[src/hdl/gdc_pkg.sv]
`timescale 1ns / 1ps
// ----------------------------------------------------------------------------
// gdc_pkg
// shared widths, register codes, reset values and pipeline types of the
// gamepad dead zone conditioner
// ----------------------------------------------------------------------------
package gdc_pkg;

    localparam int AXIS_FULL_SCALE_DEF = 32767;
    localparam int NUM_SLOTS_DEF       = 4;

    localparam int AXIS_W    = 16;
    localparam int DZ_W      = 15;
    localparam int TRIG_W    = 8;
    localparam int CFG_W     = 15;
    localparam int SQ_VAL_W  = 32;
    localparam int ROOT_W    = 16;
    localparam int SQ_REM_W  = 17;
    localparam int QUO_W     = 16;
    localparam int DEN_W     = 31;
    localparam int NUM_W     = 47;
    localparam int TNUM_W    = 24;
    localparam int NUM_STICK = 2;
    localparam int NUM_AXIS  = 4;

    localparam logic [1:0] REG_LEFT_DZ  = 2'd0;
    localparam logic [1:0] REG_RIGHT_DZ = 2'd1;
    localparam logic [1:0] REG_TRIG_THR = 2'd2;

    localparam logic [DZ_W-1:0]   LEFT_DZ_RST  = 15'd7849;
    localparam logic [DZ_W-1:0]   RIGHT_DZ_RST = 15'd8689;
    localparam logic [TRIG_W-1:0] TRIG_THR_RST = 8'd30;
    localparam logic [TRIG_W-1:0] TRIG_TOP     = 8'd255;

    typedef struct packed {
        logic                               valid;
        logic [1:0]                         slot;
        logic                               present;
        logic [NUM_AXIS-1:0][AXIS_W-1:0]    axis;
        logic [NUM_STICK-1:0][TRIG_W-1:0]   trig;
        logic [15:0]                        buttons;
    } t_side;

    typedef struct packed {
        logic                               valid;
        logic [1:0]                         slot;
        logic                               present;
        logic [NUM_AXIS-1:0]                neg;
        logic [NUM_AXIS-1:0]                zero;
        logic [NUM_STICK-1:0]               sat;
        logic [NUM_AXIS-1:0]                ovf;
        logic [NUM_STICK-1:0][TRIG_W-1:0]   trig;
        logic [NUM_STICK-1:0]               tzero;
        logic [15:0]                        buttons;
    } t_meta;

endpackage

[src/hdl/gdc_div_cell.sv]
`timescale 1ns / 1ps
// ----------------------------------------------------------------------------
// gdc_div_cell
// one quotient bit of a restoring unsigned divide; divisor rides along
// ----------------------------------------------------------------------------
module gdc_div_cell import gdc_pkg::*; #(
    parameter int W = DEN_W
) (
    input  logic             i_clk,
    input  logic             i_en,
    input  logic [W-1:0]     i_rem,
    input  logic [W-1:0]     i_den,
    input  logic [QUO_W-1:0] i_num,
    input  logic [QUO_W-1:0] i_quo,
    output logic [W-1:0]     o_rem,
    output logic [W-1:0]     o_den,
    output logic [QUO_W-1:0] o_num,
    output logic [QUO_W-1:0] o_quo
);

    logic [W:0]       w_rem2;
    logic             w_ge;
    logic [W-1:0]     n_rem;
    logic [W-1:0]     r_rem;
    logic [W-1:0]     r_den;
    logic [QUO_W-1:0] r_num;
    logic [QUO_W-1:0] r_quo;

    always_comb begin
        w_rem2 = {i_rem, i_num[QUO_W-1]};
        w_ge   = (w_rem2 >= {1'b0, i_den});
        n_rem  = w_ge ? W'(w_rem2 - {1'b0, i_den}) : W'(w_rem2);
    end

    always_ff @(posedge i_clk) begin
        if (i_en) begin
            r_rem <= n_rem;
            r_den <= i_den;
            r_num <= {i_num[QUO_W-2:0], 1'b0};
            r_quo <= {i_quo[QUO_W-2:0], w_ge};
        end
    end

    assign o_rem = r_rem;
    assign o_den = r_den;
    assign o_num = r_num;
    assign o_quo = r_quo;

endmodule

[config.mk]
export PLATFORM = sky130hd
export DESIGN_NAME = gdc_div_cell
export DESIGN_NICKNAME = d
export VERILOG_FILES = /design/src/hdl/gdc_pkg.sv /design/src/hdl/gdc_div_cell.sv
export SDC_FILE = /design/constraint.sdc
export NUM_CORES = 1
export LEC_CHECK = 0
export BUFFER_PORTS_ARGS = -buffer_cell sky130_fd_sc_hd__buf_4
export CAP_MARGIN = 20
export CORE_MARGIN = 3
export CORE_UTILIZATION = 45
export DETAILED_ROUTE_END_ITERATION = 6
export GPL_TIMING_DRIVEN = 0
export PLACE_DENSITY_LB_ADDON = 0.05
export SKIP_LAST_GASP = 1
export SLEW_MARGIN = 20
export SYNTH_ARGS = -nofsm -noshare
export SYNTH_HDL_FRONTEND = slang
export SYNTH_SLANG_ARGS = --single-unit
export TNS_END_PERCENT = 20
[constraint.sdc]
create_clock -name i_clk -period 3.1 [get_ports i_clk]
set_input_delay 0.62 -clock i_clk [delete_from_list [all_inputs] [get_ports i_clk]]
set_output_delay 0.62 -clock i_clk [all_outputs]
set_load 0.01 [all_outputs]
==> impl_metrics.yaml, run 1 <==
global_routing:
  overflow: 0
  grt_usage_pct: 20.4
  grt_max_degree: 94
  antenna_found_initial: 0
  grt_first_pass_wirelength_um: 20300
  first_global_vias: 4054
yosys:
  synth_xor_area_share_pct: 4.07
  yosys.cell_types.count: 49
  ys_top_cells_by_area: "edfxtp_1, ha_1, a21oi_1"
  ys_ff_latch: 93
  yosysSeqAreaShare_pct: 56.5
  synth.area.mux_share_pct: 0.304
  synth-main-ff-cell: "edfxtp_1"
  avgSynthCellArea_um2: 11.2
  async_flop_share_pct: 0
  synth_top_family_by_area: "compound AO/OA/AOI/OAI gates"
  synth_edf_count: 93
  synth-compound-area-share_pct: 15.1
  syn-cell-area_mm2: 0.00495
  synth-simple-area-share_pct: 10.9
  yosysWarnings: 0
  synth_largest_area_cell: "edfxtp_1"
  syn-instance-count: 442
  yosysTopAreaCellShare_pct: 56.5
  synth_fp_nets: 570
  synthAdderAreaFrac_pct: 8.25
pwr:
  vdd_drop_max_uv: 253
  powerDensity_mw_per_mm2: 490
  switching_share_pct: 28.9
  cellLeakagePower_nw: 3.00
  power_mw: 3.31
  pwr-share-clk_pct: 25.8
  combPwrFrac_pct: 26.4
  switching_power_mw: 0.958
  sequentialPowerShare_pct: 47.7
  p_int_mw: 2.35
clocking:
  holdBufCountCts: 0
  cts.sinks: 93
  numCtsBuffers: 9
  clockBufferDepth: 2
  clock_tree.root_cell: "clkbuf_8"
  clkTransAtPathRegs_ns: 0.10
  cts_tree: "yes"
  htree_num_levels: 3
worst_setup_path:
  cp_data_required_time_ns: 3.21
  cp-end-kind: "register"
  crit_chain: "buf_4, ha_1, buf_2, a211oi_1, o211ai_1, a31o_2, a211oi_1, a211oi_2, nor2_4, inv_4, buf_2, nor2_1, a21oi_1"
  worst_path_max_delay_cell: "a211oi_1"
  cpLargestDelayFamily: "compound AO/OA/AOI/OAI gates"
  criticalPathCategory: "primary input to register"
  arrival_ns: 3.12
  critPathBufInv: 4
  path_max_fanout: 10
  start_kind: "primary input"
  slowest_delay_ns: 0.34
die:
  die_area_mm2: 0.0123
  ios: 190
  die_y_um: 111
  initial_core_util_pct: 47.1
  core.rowCount: 37
  core_area_mm2: 0.0105
  fp.dieW_um: 111
routing:
  via_count: 4083
  drtPass1Iterations: 5
  wl_per_cell_um: 16.2
  drt_wl_total_um: 12600
  viasPerCell: 5.21
  drc: 0
  drt-initial-drc-count: 229
  postRouteAntennaNets: 0
placed_design:
  hpwlAfterDp_um: 9600
  place_congestion: 0.889
  port_buffers: 187
  dp.cells: 765
  dp_slack_ns: -0.512
finish:
  final_cells: 783
  area_growth_pct: 36.8
  multi_input_area_mm2: 0.00193
  regArea_mm2: 0.00279
  drive_above_1_share_pct: 34.6
  fillers: 882
  antennaDiodeCount: 0
  layout.nets: 770
timing:
  whs_ns: 0.427
  layout_min_cycle_time_ns: 3.00
  setup_slack_ns: 0.0987
  slew_headroom_pct: 43.8
  setup_viol: 0
  finalMaxSlewViolations: 0
  rsz0062_at_grt: "yes"
  hold_viol: 0
  period_share_pct: 96.8
  fmax_mhz: 333
  tightest_slew_ns: 0.842
status:
  status: "complete, no violations"
run:
  maxCapViolCount: 0
hold_path:
  hold_path_class: "primary input to register"
[kinds of logic (layout without fill, tap and decap cells)]
logic type,Yosys count,count (layout)
simple gates,116,116
mux,1,1
buf+inv,55,260
compound gates,121,121
other cells,1,1
flops,93,93
fa+ha+maj,32,32
xor+xnor,23,23
[per-layer routing]
metal | vias up | routed length, um | part of all wire, % | GRT usage [%]
met5 | - | 0 | 0 | 0
met4 | 0 | 155 | 1.2 | 5.42
met3 | 12 | 845 | 6.7 | 4.53
met2 | 170 | 6130 | 48 | 34.1
met1 | 1887 | 5520 | 44 | 26.9
li1 | 2014 | - | - | -
[stage by stage]
step / utilization, % / setup TNS (ns) / instance area (um2)
floorplan: - / 0 / 4950
global route: 64.4 / -0.00778 / 6770
detailed placement: 62.0 / -12.94 / 6520
finish: 64.4 / 0 / 6770
CTS: 64.2 / 0 / 6750
global placement: 62.0 / -10.64 / 6520
[cells in the final DEF (no fill, tap or decap), types with 4 or more instances in the layout]
cell / instances
xnor2_1: 11
nor2b_1: 4
clkbuf_8: 9
nor3_1: 4
buf_4: 189
buf_2: 5
nor2_1: 41
ha_1: 31
nand2b_1: 4
a21oi_1: 48
a21o_1: 5
edfxtp_1: 93
a211oi_1: 6
nand3_1: 5
inv_1: 41
o211ai_1: 4
o21ai_0: 26
and2_1: 5
nand4_1: 5
nand2_1: 35
xor2_1: 12
clkbuf_1: 4
o21bai_1: 5
buf_6: 4
[worst paths after layout]
path,from,end,cells past startpoint
worst max-delay path,i_rem[19],o_rem[12]$_DFFE_PP_,13
worst min-delay path,i_num[11],o_num[12]$_DFFE_PP_,1
[Yosys cell counts (all sizes together) (7+ instances only)]
master	instances
ha	31
buf	9
o21ai	27
edfxtp	93
nand2	35
a211oi	7
nor2	42
inv	42
a21oi	49
xor2	12
xnor2	11
[repair_timing]
action / CTS / global route
endpoints found under the setup margin: 12 / 12
gates resized for setup: 2 / 3
setup buffers: 2 / 0
gates cloned: 0 / 0
pin swaps: 1 / 1
[flip-flops by register name (all words and copies together) (netlist names)]
register	count
o_quo	16
o_rem	31
o_num	15
o_den	31
[power groups by stage]
| stage | registers (mW) | logic (mW) | clock network (mW) |
|---|---|---|---|
| global route | 1.60 | 0.958 | 0.947 |
| CTS | 1.58 | 0.876 | 0.876 |
| detailed placement | 1.61 | 0.867 | 0 |
| global placement | 1.61 | 0.855 | 0 |
| finish | 1.58 | 0.876 | 0.856 |
| floorplan | 1.68 | 0.378 | 0 |
[cell type report]
cell class	instances	share of cell area, %
buffer	13	1.20
clock buffer	9	1.83
clock inverter	7	1.22
inverter	42	2.37
multi-input combinational	294	28.6
sequential	93	41.3
tap	136	2.51
timing repair buffer	189	21.0
Power figures use the tool's default switching activity.
==> run 2, diff against run 1 <==
--- a/config.mk
+++ b/config.mk
@@ -11,7 +11,10 @@
 export CORE_UTILIZATION = 45
 export DETAILED_ROUTE_END_ITERATION = 6
 export GPL_TIMING_DRIVEN = 0
+export HOLD_SLACK_MARGIN = 0.1
 export PLACE_DENSITY_LB_ADDON = 0.05
+export RECOVER_POWER = 50
+export SKIP_CTS_REPAIR_TIMING = 1
 export SKIP_LAST_GASP = 1
 export SLEW_MARGIN = 20
 export SYNTH_ARGS = -nofsm -noshare
==> impl_metrics.yaml, run 2 (same netlist as run 1, synthesis figures left out) <==
status:
  status: "finished with violations"
  violations: "max-capacitance violations, max-slew violations"
finish:
  final_cells: 784
  multi_input_area_mm2: 0.00195
  regArea_mm2: 0.00279
  layout_commonest_cell: "buf_4"
  drive_above_1_share_pct: 32.9
  layout.nets: 771
  fillers: 886
  final_cell_mix: "buf_4, edfxtp_1, a21oi_1"
  area_growth_pct: 36.3
  antennaDiodeCount: 0
routing:
  via_count: 4098
  viasPerCell: 5.23
  postRouteAntennaNets: 0
  drt_wl_total_um: 12600
  wl_per_cell_um: 16.1
  drc: 0
  drt-initial-drc-count: 198
  drtPass1Iterations: 5
placed_design:
  place_congestion: 0.889
  dp.cells: 765
  port_buffers: 187
  hpwlAfterDp_um: 9600
  dp_slack_ns: -0.512
timing:
  layout_min_cycle_time_ns: 2.99
  tightest_slew_ns: 2.29
  whs_ns: 0.432
  setup_viol: 0
  setup_slack_ns: 0.107
  fmax_mhz: 334
  slew_headroom_pct: -52.5
  finalMaxSlewViolations: 94
  period_share_pct: 96.5
  rsz0062_at_grt: "yes"
  hold_viol: 0
worst_setup_path:
  cp-end-kind: "register"
  start_kind: "primary input"
  arrival_ns: 3.11
  path_max_fanout: 10
  startpoint: "i_den[25]"
  cp_data_required_time_ns: 3.21
  criticalPathCategory: "primary input to register"
global_routing:
  antenna_found_initial: 0
  grt_max_degree: 94
  overflow: 0
  first_global_vias: 4051
  grt_usage_pct: 20.3
  grt_first_pass_wirelength_um: 20200
die:
  core_area_mm2: 0.0105
  die_area_mm2: 0.0123
  core.rowCount: 37
  die_y_um: 111
  fp.dieW_um: 111
  ios: 190
  initial_core_util_pct: 47.1
hold_path:
  worstHoldPathCells: 1
  worstHoldEndpoint: "o_den[5]$_DFFE_PP_"
  min_from: "i_den[5]"
  hold_path_class: "primary input to register"
clocking:
  clockBufferDepth: 2
  cts.sinks: 93
  clkTransAtPathRegs_ns: 0.10
  htree_num_levels: 3
  clock_tree.root_cell: "clkbuf_8"
  numCtsBuffers: 9
  cts_tree: "yes"
pwr:
  vdd_drop_max_uv: 253
  powerDensity_mw_per_mm2: 491
  cellLeakagePower_nw: 2.95
run:
  maxCapViolCount: 1
run 2: cell type report:
cell class                 instances  area share, %
sequential                        93           41.4
tap                              136           2.53
clock buffer                       9           1.84
inverter                          42           2.38
multi-input combinational        294           28.9
clock inverter                     7           1.23
buffer                            13           1.24
timing repair buffer             190           20.5
run 2: how the worst max path moves through the flow:
stage                                      to  depth (start not counted)  slack, ns
after floorplan           o_rem[18]$_DFFE_PP_                         10       0.15
after global placement    o_rem[11]$_DFFE_PP_                         12      -0.39
after detailed placement   o_rem[9]$_DFFE_PP_                         13      -0.51
after CTS                  o_rem[9]$_DFFE_PP_                         13      -0.13
after global routing      o_rem[29]$_DFFE_PP_                         11     -0.006
final                     o_rem[12]$_DFFE_PP_                         13       0.11
run 2: worst max-delay path, cell delays in order:
cell       delay (ns)
clkbuf_4         0.11
inv_1            0.04
ha_1             0.33
a21o_1           0.21
a21o_1           0.22
a2111oi_4        0.36
nor3_1           0.12
a211o_1          0.34
nor2_4           0.23
inv_4            0.13
clkbuf_4         0.22
nor2_1           0.11
a21oi_1          0.05
run 2: metal layers:
metal  routed length (um)  track usage [%]
met5                    0                0
met4                  170             5.50
met3                  851             4.53
met2                 6040             33.9
met1                 5550             26.7
run 2: per-stage QoR:
| stage | TNS (ns) | utilization [%] | power, mW | instance area (um2) |
|---|---|---|---|---|
| final | 0 | 64.1 | 3.31 | 6740 |
| after floorplan | 0 | - | 2.06 | 4950 |
| after detailed placement | -12.94 | 62.0 | 2.48 | 6520 |
| after global placement | -10.64 | 62.0 | 2.46 | 6520 |
| after CTS | -0.987 | 64.0 | 3.33 | 6730 |
| after global routing | -0.0122 | 64.1 | 3.50 | 6740 |
run 2: where the power goes:
part	switching (mW)	leakage, nW	internal, mW
sequential	0.0356	0.911	1.55
clock	0.466	0.104	0.387
combinational	0.456	1.94	0.416
total	0.958	2.95	2.35
==> run 3, diff against run 2 <==
--- a/config.mk
+++ b/config.mk
@@ -7,8 +7,10 @@
 export LEC_CHECK = 0
 export BUFFER_PORTS_ARGS = -buffer_cell sky130_fd_sc_hd__buf_4
 export CAP_MARGIN = 20
+export CELL_PAD_IN_SITES_DETAIL_PLACEMENT = 0
+export CELL_PAD_IN_SITES_GLOBAL_PLACEMENT = 1
 export CORE_MARGIN = 3
-export CORE_UTILIZATION = 45
+export CORE_UTILIZATION = 34
 export DETAILED_ROUTE_END_ITERATION = 6
 export GPL_TIMING_DRIVEN = 0
 export HOLD_SLACK_MARGIN = 0.1
==> impl_metrics.yaml, run 3 (same netlist as run 1, synthesis figures left out) <==
finish:
  multi_input_area_mm2: 0.00196
  layout_commonest_cell: "buf_4"
  final_cell_mix: "buf_4, edfxtp_1, a21oi_1"
  regArea_mm2: 0.00279
  layout.nets: 770
  fillers: 1381
  area_growth_pct: 38.9
  final_cells: 827
  stdcell_area_mm2: 0.00687
  antennaDiodeCount: 0
  fin_util_pct: 48.9
  drive_above_1_share_pct: 33.2
worst_setup_path:
  start_kind: "primary input"
  arrival_ns: 3.09
  criticalPathCategory: "primary input to register"
  startpoint: "i_den[25]"
  crit_top_cell: "a21o_1"
  cp-end-kind: "register"
  slowest_delay_ns: 0.36
  crit_chain: "clkbuf_1, inv_1, ha_1, a21o_1, a21o_1, a2111oi_2, nor3_1, a211o_1, nor2_4, inv_4, clkbuf_4, nor2_1, a21oi_1"
  path_max_fanout: 10
  worst_path_max_delay_cell: "a2111oi_2"
  cp_data_required_time_ns: 3.21
  endpoint: "o_rem[12]$_DFFE_PP_"
run:
  maxCapViolCount: 1
timing:
  whs_ns: 0.453
  slew_headroom_pct: -56.0
  layout_min_cycle_time_ns: 2.98
  setup_viol: 0
  rsz0062_at_grt: "yes"
  finalMaxSlewViolations: 94
  finalSetupTns_ns: 0
  hold_viol: 0
  tightest_slew_ns: 2.34
  fmax_mhz: 335
  period_share_pct: 96.2
global_routing:
  overflow: 0
  antenna_found_initial: 0
  grt_max_degree: 94
  grt_first_pass_wirelength_um: 22100
  grt_usage_pct: 18.0
  first_global_vias: 3994
pwr:
  sequentialPowerShare_pct: 44.8
  combPwrFrac_pct: 25.2
  vdd_drop_max_uv: 246
  powerDensity_mw_per_mm2: 514
  p_int_mw: 2.52
  switching_share_pct: 28.6
  pwr-share-clk_pct: 30.0
  switching_power_mw: 1.01
  cellLeakagePower_nw: 2.98
routing:
  postRouteAntennaNets: 0
  drtPass1Iterations: 4
  wl_per_cell_um: 17.3
  drc: 0
  drt-initial-drc-count: 247
  via_count: 4069
  drt_wl_total_um: 14300
  viasPerCell: 4.92
die:
  core_area_mm2: 0.0140
  initial_core_util_pct: 35.2
  core.rowCount: 43
  ios: 190
  die_y_um: 127
  die_area_mm2: 0.0160
  fp.dieW_um: 127
clocking:
  clockBufferDepth: 2
  clock_tree.root_cell: "clkbuf_16"
  cts_tree: "yes"
  htree_num_levels: 3
  clkTransAtPathRegs_ns: 0.07
  cts.sinks: 93
  numCtsBuffers: 9
placed_design:
  place_congestion: 0.842
  dp.cells: 809
  port_buffers: 187
  hpwlAfterDp_um: 11300
  place_area_mm2: 0.00658
hold_path:
  hold_path_class: "primary input to register"
status:
  violations: "max-capacitance violations, max-slew violations"
  status: "finished with violations"
[run 3: cell types whose count changed in the layout (fill, tap and decap cells not counted), sizes merged]
cell	before	now
clkinvlp	1	0
inv	45	46
buf	139	138
clkbuf	73	74
bufinv	1	0
[run 3: layout make-up]
type	count	share of cell area [%]
clock inverter	6	0.747
timing repair buffer	189	19.9
buffer	13	1.22
multi-input combinational	294	28.5
sequential	93	40.6
inverter	42	2.33
tap	180	3.28
clock buffer	10	3.33
[run 3: worst min path at each step]
| stage | start | to | cells after the start | slack, ns |
|---|---|---|---|---|
| after global routing | i_quo[8] | o_quo[9]$_DFFE_PP_ | 1 | 0.44 |
| after floorplan | i_den[0] | o_den[0]$_DFFE_PP_ | 0 | 0.72 |
| final | i_den[2] | o_den[2]$_DFFE_PP_ | 1 | 0.45 |
| after CTS | i_quo[14] | o_quo[15]$_DFFE_PP_ | 1 | 0.42 |
| after detailed placement | i_num[12] | o_num[13]$_DFFE_PP_ | 1 | 0.80 |
| after global placement | i_quo[9] | o_quo[10]$_DFFE_PP_ | 1 | 0.80 |
[run 3: routing by layer]
layer / GRT usage, % / part of all wire, % / up-vias
li1: - / - / 2019
met1: 24.7 / 45 / 1873
met2: 27.4 / 45 / 161
met3: 4.21 / 7.7 / 16
met4: 7.32 / 2.0 / 0
met5: 0 / 0 / -
[run 3: critical path, delay by kind of cell]
family | cells | cell delay [ns]
buf+inv | 4 | 0.49
fa+ha+maj | 1 | 0.34
compound gates | 5 | 1.18
simple gates | 3 | 0.44
[run 3: metrics by stage]
| step | setup WS [ns] | total power, mW |
|---|---|---|
| finish | 0.116 | 3.53 |
| global route | -0.114 | 3.73 |
| CTS | -0.147 | 3.59 |
| detailed placement | -0.522 | 2.51 |
| global placement | -0.602 | 2.50 |
| floorplan | 0.151 | 2.06 |
[run 3: power by group through the flow]
stage	Combinational (mW)	Sequential [mW]	Clock, mW
floorplan	0.378	1.68	0
global placement	0.894	1.61	0
detailed placement	0.898	1.61	0
CTS	0.902	1.58	1.11
global route	0.984	1.60	1.15
finish	0.889	1.58	1.06
