<file path="src/hdl/gdc_pkg.sv">
`timescale 1ns / 1ps
// ----------------------------------------------------------------------------
// gdc_pkg
// shared widths, register codes, reset values and pipeline types of the
// gamepad dead zone conditioner
// ----------------------------------------------------------------------------
package gdc_pkg;

    localparam int AXIS_FULL_SCALE_DEF = 32767;
    localparam int NUM_SLOTS_DEF       = 4;

    localparam int AXIS_W    = 16;
    localparam int DZ_W      = 15;
    localparam int TRIG_W    = 8;
    localparam int CFG_W     = 15;
    localparam int SQ_VAL_W  = 32;
    localparam int ROOT_W    = 16;
    localparam int SQ_REM_W  = 17;
    localparam int QUO_W     = 16;
    localparam int DEN_W     = 31;
    localparam int NUM_W     = 47;
    localparam int TNUM_W    = 24;
    localparam int NUM_STICK = 2;
    localparam int NUM_AXIS  = 4;

    localparam logic [1:0] REG_LEFT_DZ  = 2'd0;
    localparam logic [1:0] REG_RIGHT_DZ = 2'd1;
    localparam logic [1:0] REG_TRIG_THR = 2'd2;

    localparam logic [DZ_W-1:0]   LEFT_DZ_RST  = 15'd7849;
    localparam logic [DZ_W-1:0]   RIGHT_DZ_RST = 15'd8689;
    localparam logic [TRIG_W-1:0] TRIG_THR_RST = 8'd30;
    localparam logic [TRIG_W-1:0] TRIG_TOP     = 8'd255;

    typedef struct packed {
        logic                               valid;
        logic [1:0]                         slot;
        logic                               present;
        logic [NUM_AXIS-1:0][AXIS_W-1:0]    axis;
        logic [NUM_STICK-1:0][TRIG_W-1:0]   trig;
        logic [15:0]                        buttons;
    } t_side;

    typedef struct packed {
        logic                               valid;
        logic [1:0]                         slot;
        logic                               present;
        logic [NUM_AXIS-1:0]                neg;
        logic [NUM_AXIS-1:0]                zero;
        logic [NUM_STICK-1:0]               sat;
        logic [NUM_AXIS-1:0]                ovf;
        logic [NUM_STICK-1:0][TRIG_W-1:0]   trig;
        logic [NUM_STICK-1:0]               tzero;
        logic [15:0]                        buttons;
    } t_meta;

endpackage

</file>
<file path="src/hdl/gdc_sqrt_cell.sv">
`timescale 1ns / 1ps
// ----------------------------------------------------------------------------
// gdc_sqrt_cell
// one digit of a restoring integer square root, two radicand bits per cell
// ----------------------------------------------------------------------------
module gdc_sqrt_cell import gdc_pkg::*; (
    input  logic                i_clk,
    input  logic                i_en,
    input  logic [SQ_REM_W-1:0] i_rem,
    input  logic [ROOT_W-1:0]   i_root,
    input  logic [SQ_VAL_W-1:0] i_val,
    output logic [SQ_REM_W-1:0] o_rem,
    output logic [ROOT_W-1:0]   o_root,
    output logic [SQ_VAL_W-1:0] o_val
);

    logic [SQ_REM_W+1:0] w_rem2;
    logic [SQ_REM_W+1:0] w_trial;
    logic                w_ge;
    logic [SQ_REM_W-1:0] n_rem;
    logic [SQ_REM_W-1:0] r_rem;
    logic [ROOT_W-1:0]   r_root;
    logic [SQ_VAL_W-1:0] r_val;

    always_comb begin
        w_rem2  = {i_rem, i_val[SQ_VAL_W-1 -: 2]};
        w_trial = {{(SQ_REM_W-ROOT_W){1'b0}}, i_root, 2'b01};
        w_ge    = (w_rem2 >= w_trial);
        n_rem   = w_ge ? SQ_REM_W'(w_rem2 - w_trial) : SQ_REM_W'(w_rem2);
    end

    always_ff @(posedge i_clk) begin
        if (i_en) begin
            r_rem  <= n_rem;
            r_root <= {i_root[ROOT_W-2:0], w_ge};
            r_val  <= {i_val[SQ_VAL_W-3:0], 2'b00};
        end
    end

    assign o_rem  = r_rem;
    assign o_root = r_root;
    assign o_val  = r_val;

endmodule

</file>
<file path="config.mk">
export PLATFORM = sky130hd
export DESIGN_NAME = gdc_sqrt_cell
export DESIGN_NICKNAME = d
export VERILOG_FILES = /design/src/hdl/gdc_pkg.sv /design/src/hdl/gdc_sqrt_cell.sv
export SDC_FILE = /design/constraint.sdc
export NUM_CORES = 1
export LEC_CHECK = 0
export BUFFER_PORTS_ARGS = -buffer_cell sky130_fd_sc_hd__buf_2
export CELL_PAD_IN_SITES_DETAIL_PLACEMENT = 1
export CELL_PAD_IN_SITES_GLOBAL_PLACEMENT = 1
export CORE_MARGIN = 4
export CORE_UTILIZATION = 33
export DETAILED_ROUTE_END_ITERATION = 7
export PLACE_DENSITY = 0.72
export SLEW_MARGIN = 15
export SYNTH_ARGS = -nofsm -noshare
export SYNTH_HDL_FRONTEND = slang
export SYNTH_SLANG_ARGS = --single-unit
</file>
<file path="constraint.sdc">
create_clock -name i_clk -period 2.7 [get_ports i_clk]
set_input_delay 0.54 -clock i_clk [delete_from_list [all_inputs] [get_ports i_clk]]
set_output_delay 0.54 -clock i_clk [all_outputs]
set_load 0.01 [all_outputs]
</file>
==> out/metrics.cfg, run 1 <==
[outcome]
status = finished, final reports clean

[min_path]
hp-class = in -> reg
hold_start = i_val[12]
min_to = o_val[14]
hold_depth = 1

[setup_path]
worst-path-max-fanout = 17
endpoint_kind = register
crit_family = compound AO/OA/AOI/OAI gates
start_kind = primary input
crit_chain = buf_2 > inv_1 > ha_1 > a21oi_2 > o21ai_1 > a311o_1 > a21o_1 > a21boi_4 > buf_12 > mux2_2
critPathKind = in -> reg
cpPeakStageDelay_ps = 370
worst-endpoint-arrival_ps = 2580
critPathSlowestCell = a311o_1
crit_path_start = i_root[8]
worstPathRequired_ps = 2790
path_buf_inv = 3

[placement]
portBuffers = 129
dpl_cell_area_mm2 = 0.004010
place_ws_ps = -139.8
hpwl_um = 6281
dp_cells = 475
globalplace.congestion = 0.8394

[global_route]
first_global_vias = 2501
grt_usage = 0.1545
grt_pass1_wl_um = 13200
grt_overflow_total = 0
grt_max_degree = 64
antenna_found_initial = 0

[route]
totalWireLength_um = 8371
drt_iter0_markers = 77
routed_via_density = 4.811
drt_pass1_iterations = 4
route.detailed.wl_per_inst_um = 17.05
vias = 2362
drc = 0
ant_nets = 0

[clock_network]
htreeDepth = 3
clk_path_buf_depth = 2
postCtsHoldBufs = 0
cts_resized = 0
cts-root-buf = clkbuf_8
clock_sinks = 63
post_cts_buffers = 0
cts_buffers = 9
clk_transition_reported_paths_ps = 70
cts_tree = done

[floorplanning]
die_w_um = 104.0
coreArea_mm2 = 0.008848
dieArea_mm2 = 0.01081
io_pins = 132
die_height_um = 104.0
rows = 34
start_util = 0.3436

[sta]
rsz0062_at_grt = false
timing.final.crit_period_ps = 2486
setup_ws_ps = 213.9
hold_violations = 0
holdWs_ps = 377.1
finalSetupViolations = 0
maxSlewViolCount = 0
fmax_ghz = 0.4022
period_share = 0.9208

[pwr]
peakVddDrop_mv = 0.2515
switching_share = 0.2529
power_frac_seq = 0.435
internal-power_mw = 2.091
p_comb_frac = 0.203
p_per_area_mw_per_mm2 = 658.1
p_switching_mw = 0.7081
power.static_leakage_nw = 1.948
power_frac_clock = 0.362

[yosys]
ys_seq_area_frac = 0.6222
syn_area_mm2 = 0.003040
yosysUniqueCellTypes = 41
postSynthCellCount = 214
synth_area_per_cell_um2 = 14.21
ys_warn_count = 0
synth_seq_cells = 63

[final_layout]
fin_cells = 491
final_nets = 463
antennaDiodeCount = 0
finalInstanceArea_mm2 = 0.004254
final_util = 0.4808
drive_above_1_share = 0.4935
syn_to_final_growth_pct = 39.92

[run]
cap_violations = 0

[cell type report]
| type | count | area [um2] |
|---|---|---|
| fillers | 966 | 4594 |
| inverters | 21 | 78.83 |
| flip-flops and latches | 63 | 1892 |
| well taps | 108 | 135.1 |
| multi-input cells | 128 | 1039 |
| clock inverters | 7 | 120.1 |
| clock buffers | 9 | 123.9 |
| repair buffers | 155 | 865.8 |
[per-layer routing]
layer / GRT usage / up-vias / wire length [um]
li1: - / 1129 / -
met2: 0.2753 / 104 / 4188
met4: 0.04843 / 0 / 94
met5: 0 / - / 0
met1: 0.1655 / 1122 / 3309
met3: 0.06518 / 7 / 778
[worst max-delay path by stage]
stage,end,slack [ps],cells past startpoint
2_1_floorplan,o_rem[10],10,9
3_3_place_gp,o_rem[6],-70,10
3_5_place_dp,o_rem[3],-140,10
4_1_cts,o_rem[3],230,10
5_1_grt,o_rem[2],140,10
6_report,o_rem[5],210,10
[metrics by stage]
step	setup TNS [ps]	total power [mW]
2_1_floorplan	0	1.543
3_3_place_gp	-675.5	1.789
3_5_place_dp	-1597	1.808
4_1_cts	0	2.833
5_1_grt	0	2.929
6_report	0	2.799
[cells in the final DEF (no fill, tap or decap), drive strengths merged, types with 2 or more instances in the layout]
master	synthesis	layout
a211oi	3	3
a21boi	2	2
a21o	4	4
a21oi	15	15
a311o	2	2
and2	2	2
and3	2	2
buf	3	155
bufinv	0	3
clkbuf	0	9
clkinv	0	2
conb	1	2
edfxtp	63	63
ha	18	18
inv	21	22
mux2	15	15
mux2i	2	2
nand2	6	6
nand4	2	2
nor2	10	10
o211ai	2	2
o21a	2	2
o21ai	8	8
o21bai	2	2
or3	3	3
xnor2	8	8
xor2	6	6
[cells by family (layout without fill, tap and decap cells)]
group / count (synthesis) / count (layout) / share of synthesized area
flops: 63 / 63 / 0.6222
compound gates: 46 / 46 / 0.1041
simple gates: 31 / 31 / 0.05103
buf+inv: 24 / 192 / 0.03745
fa+ha+maj: 18 / 18 / 0.07408
mux: 17 / 17 / 0.06955
xor+xnor: 14 / 14 / 0.04033
other cells: 1 / 2 / 0.001233
[synthesized netlist by cell type (all sizes together)]
cell     n  area, um2
o41ai    1      8.760
a311o    2      20.02
xor2     6      52.55
a211oi   3      22.52
mux2    15      191.4
a21boi   2      26.28
a21oi   15      78.83
o211ai   2      15.01
a211o    1      8.760
o21a     2      15.01
a41oi    1      8.760
nor4     1      6.260
nand3    1      5.000
nor2b    1      6.260
a31o     1      8.760
edfxtp  63       1892
and4b    1      10.01
and2     2      12.51
a21o     4      30.03
and3     2      12.51
a22o     1      8.760
nor3     1      5.000
o21ai    8      40.03
nor2    10      37.54
o211a    1      10.01
nand2    6      22.52
ha      18      225.2
conb     1      3.750
or3      3      18.77
xnor2    8      70.07
inv     21      78.83
buf      3      35.03
nand4    2      12.51
o21bai   2      15.01
mux2i    2      20.02
nand2b   1      6.260
[power by group through the flow]
stage / clock, mW / sequential (mW) / combinational (mW)
finish: 1.01 / 1.22 / 0.568
global route: 1.08 / 1.23 / 0.624
CTS: 1.04 / 1.22 / 0.576
detailed placement: 0 / 1.24 / 0.569
global placement: 0 / 1.24 / 0.552
floorplan: 0 / 1.30 / 0.247
[registers in the layout (all words and copies together), names as in the netlist]
name and cells:
o_rem 17, o_val 30, o_root 16
No activity file was read; power rests on OpenSTA's default activity.
==> inputs of run 2 (changes only) <==
--- a/config.mk
+++ b/config.mk
@@ -7,12 +7,11 @@
 export LEC_CHECK = 0
 export BUFFER_PORTS_ARGS = -buffer_cell sky130_fd_sc_hd__buf_2
 export CELL_PAD_IN_SITES_DETAIL_PLACEMENT = 1
-export CELL_PAD_IN_SITES_GLOBAL_PLACEMENT = 1
+export CELL_PAD_IN_SITES_GLOBAL_PLACEMENT = 2
 export CORE_MARGIN = 4
-export CORE_UTILIZATION = 33
+export CORE_UTILIZATION = 27
 export DETAILED_ROUTE_END_ITERATION = 7
 export PLACE_DENSITY = 0.72
-export SLEW_MARGIN = 15
 export SYNTH_ARGS = -nofsm -noshare
 export SYNTH_HDL_FRONTEND = slang
 export SYNTH_SLANG_ARGS = --single-unit
==> out/metrics.cfg, run 2 (same netlist as run 1, synthesis figures left out) <==
[outcome]
status = finished, final reports clean  ; unchanged

[pwr]
peakVddDrop_mv = 0.3190  ; was 0.2515 mV
power.static_leakage_nw = 1.992  ; was 1.948 nW
p_per_area_mw_per_mm2 = 661.5  ; was 658.1 mW/mm2

[setup_path]
critPathSlowestCell = a311o_1  ; unchanged
worst-path-max-fanout = 7  ; was 17
worstPathRequired_ps = 2760  ; was 2790 ps
crit_family = compound AO/OA/AOI/OAI gates  ; unchanged
cpPeakStageDelay_ps = 370  ; about the same
start_kind = primary input  ; unchanged
crit_chain = buf_2 > inv_1 > ha_1 > a21oi_2 > o21ai_1 > a311o_1 > a21o_1 > a21boi_4 > buf_4 > mux2_2  ; was buf_2 > inv_1 > ha_1 > a21oi_2 > o21ai_1 > a311o_1 > a21o_1 > a21boi_4 > buf_12 > mux2_2
endpoint_kind = register  ; unchanged
critPathKind = in -> reg  ; unchanged
path_buf_inv = 3  ; unchanged
worst-endpoint-arrival_ps = 2580  ; about the same

[route]
routed_via_density = 4.433  ; was 4.811
totalWireLength_um = 7849  ; was 8371 um
drt_pass1_iterations = 4  ; unchanged
route.detailed.wl_per_inst_um = 14.84  ; was 17.05 um
drc = 0  ; unchanged
top_layer = met4  ; unchanged
ant_nets = 0  ; unchanged
vias = 2345  ; was 2,362
met2_length_um = 3823  ; was 4188 um
dr_wl_met3_um = 639  ; was 778 um
drt-met1-wl_um = 3307  ; was 3309 um
drt_iter0_markers = 110  ; was 77

[clock_network]
cts_resized = 0  ; unchanged
cts-root-buf = clkbuf_16  ; was clkbuf_8
clk_path_buf_depth = 2  ; unchanged
post_cts_buffers = 0  ; unchanged
cts_buffers = 9  ; unchanged
htreeDepth = 3  ; unchanged
postCtsHoldBufs = 0  ; unchanged
cts_tree = done  ; unchanged
clock_sinks = 63  ; unchanged
clk_transition_reported_paths_ps = 50  ; was 70 ps

[sta]
setup_ws_ps = 185.9  ; was 213.9 ps
fmax_ghz = 0.3978  ; was 0.4022 GHz
setup-tns-final_ps = 0  ; unchanged
timing.final.crit_period_ps = 2514  ; was 2486 ps
finalSetupViolations = 0  ; unchanged
period_share = 0.9311  ; was 0.9208
hold_violations = 0  ; unchanged
maxSlewViolCount = 0  ; unchanged
rsz0062_at_grt = false  ; unchanged

[final_layout]
multi_input_area_mm2 = 0.001039  ; unchanged
seqCellArea_mm2 = 0.001892  ; unchanged
largest_reg_flops = 30  ; unchanged
antennaDiodeCount = 0  ; unchanged
final_nets = 469  ; was 463
final_common_cell = buf_2  ; unchanged
nFillCells = 1220  ; was 966
final_cell_mix = buf_2, edfxtp_1, buf_4, inv_1, ha_1  ; unchanged
drive_above_1_share = 0.4910  ; was 0.4935
syn_to_final_growth_pct = 43.99  ; was 39.92%

[floorplanning]
coreArea_mm2 = 0.01094  ; was 0.008848 mm2
die_w_um = 114.1  ; was 104.0 um
start_util = 0.2780  ; was 0.3436
io_pins = 132  ; unchanged
rows = 38  ; was 34
dieArea_mm2 = 0.01302  ; was 0.01081 mm2
die_height_um = 114.1  ; was 104.0 um

[global_route]
grt_usage = 0.1198  ; was 0.1545
grt_overflow_total = 0  ; unchanged
first_global_vias = 2379  ; was 2,501
antenna_found_initial = 0  ; unchanged
grt_pass1_wl_um = 12110  ; was 13,200 um
grt_max_degree = 64  ; unchanged

[placement]
place_ws_ps = -137.9  ; was -139.8 ps
hpwl_um = 6253  ; was 6281 um
globalplace.congestion = 0.7887  ; was 0.8394
portBuffers = 129  ; unchanged

[min_path]
hp-class = in -> reg  ; unchanged

[run]
cap_violations = 0  ; unchanged

-- run 2: cell types whose count changed in the layout (fill, tap and decap cells not counted) --
| cell | previous run | this run |
|---|---|---|
| clkbuf_16 | 0 | 9 |
| clkbuf_8 | 9 | 0 |
| buf_4 | 24 | 30 |
| clkbuf_1 | 0 | 3 |
| bufinv_16 | 3 | 1 |
| clkinv_1 | 0 | 1 |
| clkinv_4 | 1 | 0 |
| inv_6 | 1 | 0 |
-- run 2: metrics by stage --
step | util | std cells | power, mW | hold slack (ps) | instance area, um2
final | 0.4003 | 529 | 2.896 | 395.0 | 4378
after global routing | 0.4003 | 529 | 3.058 | 372.9 | 4378
after CTS | 0.4003 | 529 | 2.946 | 379.2 | 4378
after detailed placement | 0.3745 | 513 | 1.824 | 718.5 | 4095
after global placement | 0.3745 | 513 | 1.807 | 716.8 | 4095
after floorplan | - | 215 | 1.543 | 638.9 | 3044
-- run 2: worst paths after layout --
check | startpoint | to | slack (ps) | cells past startpoint
setup / recovery | i_root[8] | o_rem[4] | 190 | 10
hold / removal | i_val[18] | o_val[20] | 390 | 1
-- run 2: routing by layer --
| layer | vias to the layer above | GRT usage |
|---|---|---|
| met5 | - | 0 |
| met4 | 0 | 0.04038 |
| met3 | 7 | 0.03858 |
| met2 | 96 | 0.2010 |
| met1 | 1096 | 0.1453 |
| li1 | 1146 | - |
-- run 2: power breakdown --
part	internal [mW]	leakage, nW	switching, mW
combinational	0.291	1.24	0.283
clock	0.710	0.134	0.391
sequential	1.20	0.617	0.0228
total	2.20	1.99	0.698
-- run 2: area by class of cell --
type,count,area share
clock buffers,12,0.05402
clock inverters,4,0.01057
inverters,21,0.01801
multi-input cells,128,0.2372
flip-flops and latches,63,0.4321
well taps,140,0.04001
repair buffers,161,0.2081
==> inputs of run 3 (changes only) <==
--- a/config.mk
+++ b/config.mk
@@ -9,9 +9,9 @@
 export CELL_PAD_IN_SITES_DETAIL_PLACEMENT = 1
 export CELL_PAD_IN_SITES_GLOBAL_PLACEMENT = 2
 export CORE_MARGIN = 4
-export CORE_UTILIZATION = 27
+export CORE_UTILIZATION = 32
 export DETAILED_ROUTE_END_ITERATION = 7
-export PLACE_DENSITY = 0.72
+export PLACE_DENSITY = 0.81
 export SYNTH_ARGS = -nofsm -noshare
 export SYNTH_HDL_FRONTEND = slang
 export SYNTH_SLANG_ARGS = --single-unit
==> constraint.sdc (replaced) <==
create_clock -name i_clk -period 3.1 [get_ports i_clk]
set_input_delay 0.62 -clock i_clk [delete_from_list [all_inputs] [get_ports i_clk]]
set_output_delay 0.62 -clock i_clk [all_outputs]
set_load 0.01 [all_outputs]
==> out/metrics.cfg, run 3 (same netlist as run 1, synthesis figures left out) <==
[outcome]
status = finished, final reports clean  ; unchanged

[clock_network]
clk_path_buf_depth = 2  ; unchanged
postCtsHoldBufs = 0  ; unchanged
htreeDepth = 3  ; unchanged
cts_resized = 0  ; unchanged
post_cts_buffers = 0  ; unchanged
cts_buffers = 9  ; unchanged
cts-root-buf = clkbuf_8  ; was clkbuf_16
clk_transition_reported_paths_ps = 80  ; was 50 ps
cts_tree = done  ; unchanged
clock_sinks = 63  ; unchanged

[route]
drt_iter0_markers = 113  ; was 110
drc = 0  ; unchanged
drt_pass1_iterations = 4  ; unchanged
route.detailed.wl_per_inst_um = 15.68  ; was 14.84 um
vias = 2263  ; was 2,345
totalWireLength_um = 7701  ; was 7849 um
routed_via_density = 4.609  ; was 4.433
ant_nets = 0  ; unchanged

[pwr]
power.static_leakage_nw = 1.817  ; was 1.992 nW
p_per_area_mw_per_mm2 = 545.0  ; was 661.5 mW/mm2
finalPower_mw = 2.210  ; was 2.896 mW
peakVddDrop_mv = 0.1889  ; was 0.3190 mV

[placement]
dpl_cell_area_mm2 = 0.003866  ; was 0.004095 mm2
globalplace.congestion = 0.7584  ; was 0.7887
hpwl_um = 6033  ; was 6253 um
portBuffers = 129  ; unchanged
dp_cells = 475  ; was 513
place_ws_ps = 124.3  ; was -137.9 ps

[sta]
finalSetupViolations = 0  ; unchanged
rsz0062_at_grt = false  ; unchanged
setup-tns-final_ps = 0  ; unchanged
hold_violations = 0  ; unchanged
timing.final.crit_period_ps = 2625
period_share = 0.8466
holdWs_ps = 448.5  ; was 395.0 ps
maxSlewViolCount = 0  ; unchanged
relSlewSlack = 0.4768
setup_ws_ps = 475.5  ; was 185.9 ps
tightest_slew_ps = 784.8
fmax_ghz = 0.3810

[final_layout]
final_common_cell = buf_2  ; unchanged
seqCellArea_mm2 = 0.001892  ; unchanged
largest_reg_flops = 30  ; unchanged
nFillCells = 1021  ; was 1,220
antennaDiodeCount = 0  ; unchanged
final_cell_mix = buf_2, edfxtp_1, inv_1, ha_1, a21oi_1  ; was buf_2, edfxtp_1, buf_4, inv_1, ha_1
drive_above_1_share = 0.4613  ; was 0.4910
multi_input_area_mm2 = 0.001039  ; unchanged
final_util = 0.4389  ; was 0.4003
final_nets = 442  ; was 469
finalInstanceArea_mm2 = 0.004055  ; was 0.004378 mm2
fin_cells = 491  ; was 529
syn_to_final_growth_pct = 33.37  ; was 43.99%

[floorplanning]
io_pins = 132  ; unchanged
dieArea_mm2 = 0.01113  ; was 0.01302 mm2
start_util = 0.3290  ; was 0.2780
rows = 35  ; was 38
die_w_um = 105.5  ; was 114.1 um
coreArea_mm2 = 0.009240  ; was 0.01094 mm2
die_height_um = 105.5  ; was 114.1 um

[setup_path]
worstPathRequired_ps = 3180  ; was 2760 ps
critPathKind = in -> reg  ; unchanged
worst-path-max-fanout = 6  ; was 7
worst-endpoint-arrival_ps = 2710  ; was 2580 ps
start_kind = primary input  ; unchanged
endpoint_kind = register  ; unchanged

[global_route]
grt_usage = 0.1395  ; was 0.1198
first_global_vias = 2396  ; was 2,379
grt_overflow_total = 0  ; unchanged
antenna_found_initial = 0  ; unchanged
grt_pass1_wl_um = 12030  ; was 12,110 um
grt_max_degree = 64  ; unchanged

[run]
cap_violations = 0  ; unchanged

[min_path]
hp-class = in -> reg  ; unchanged

run 3: changes by cell type in the layout (fill, tap and decap cells not counted):
| cell | delta |
|---|---|
| buf_4 | -26 |
| clkbuf_16 | -9 |
| clkbuf_8 | +9 |
| clkbuf_1 | -2 |
| clkinv_2 | +2 |
| buf_12 | -1 |
| clkinv_1 | -1 |
| clkinv_4 | +1 |
run 3: layer usage:
| layer | part of all wire | up-vias | GRT usage | wire length, um |
|---|---|---|---|---|
| li1 | - | 1083 | - | - |
| met1 | 0.42 | 1056 | 0.1638 | 3202 |
| met2 | 0.46 | 111 | 0.2277 | 3540 |
| met3 | 0.10 | 13 | 0.05695 | 804 |
| met4 | 0.020 | 0 | 0.05342 | 153 |
| met5 | 0 | - | 0 | 0 |
run 3: power by group:
part           total [mW]  switching (mW)  internal [mW]
Sequential           1.06          0.0184           1.04
Clock               0.696           0.328          0.368
Combinational       0.455           0.238          0.217
Total                2.21           0.584           1.63
run 3: area by class of cell:
class,instances,area share
sequential,63,0.4665
multi-input combinational,128,0.2561
timing repair buffer,134,0.1716
tap,129,0.03980
clock buffer,10,0.03147
inverter,21,0.01944
clock inverter,6,0.01512
run 3: final timing paths:
check,startpoint,endpoint,cells after the start
setup / recovery,i_rem[8],o_rem[2],9
hold / removal,i_val[17],o_val[19],1
run 3: worst max-delay path, cell delays in order:
cell and delay, ps:
buf_2 110, ha_1 380, a21oi_2 190, o21ai_1 110
a311o_1 370, a21o_1 220, a21boi_4 200, buf_4 180
mux2_2 340
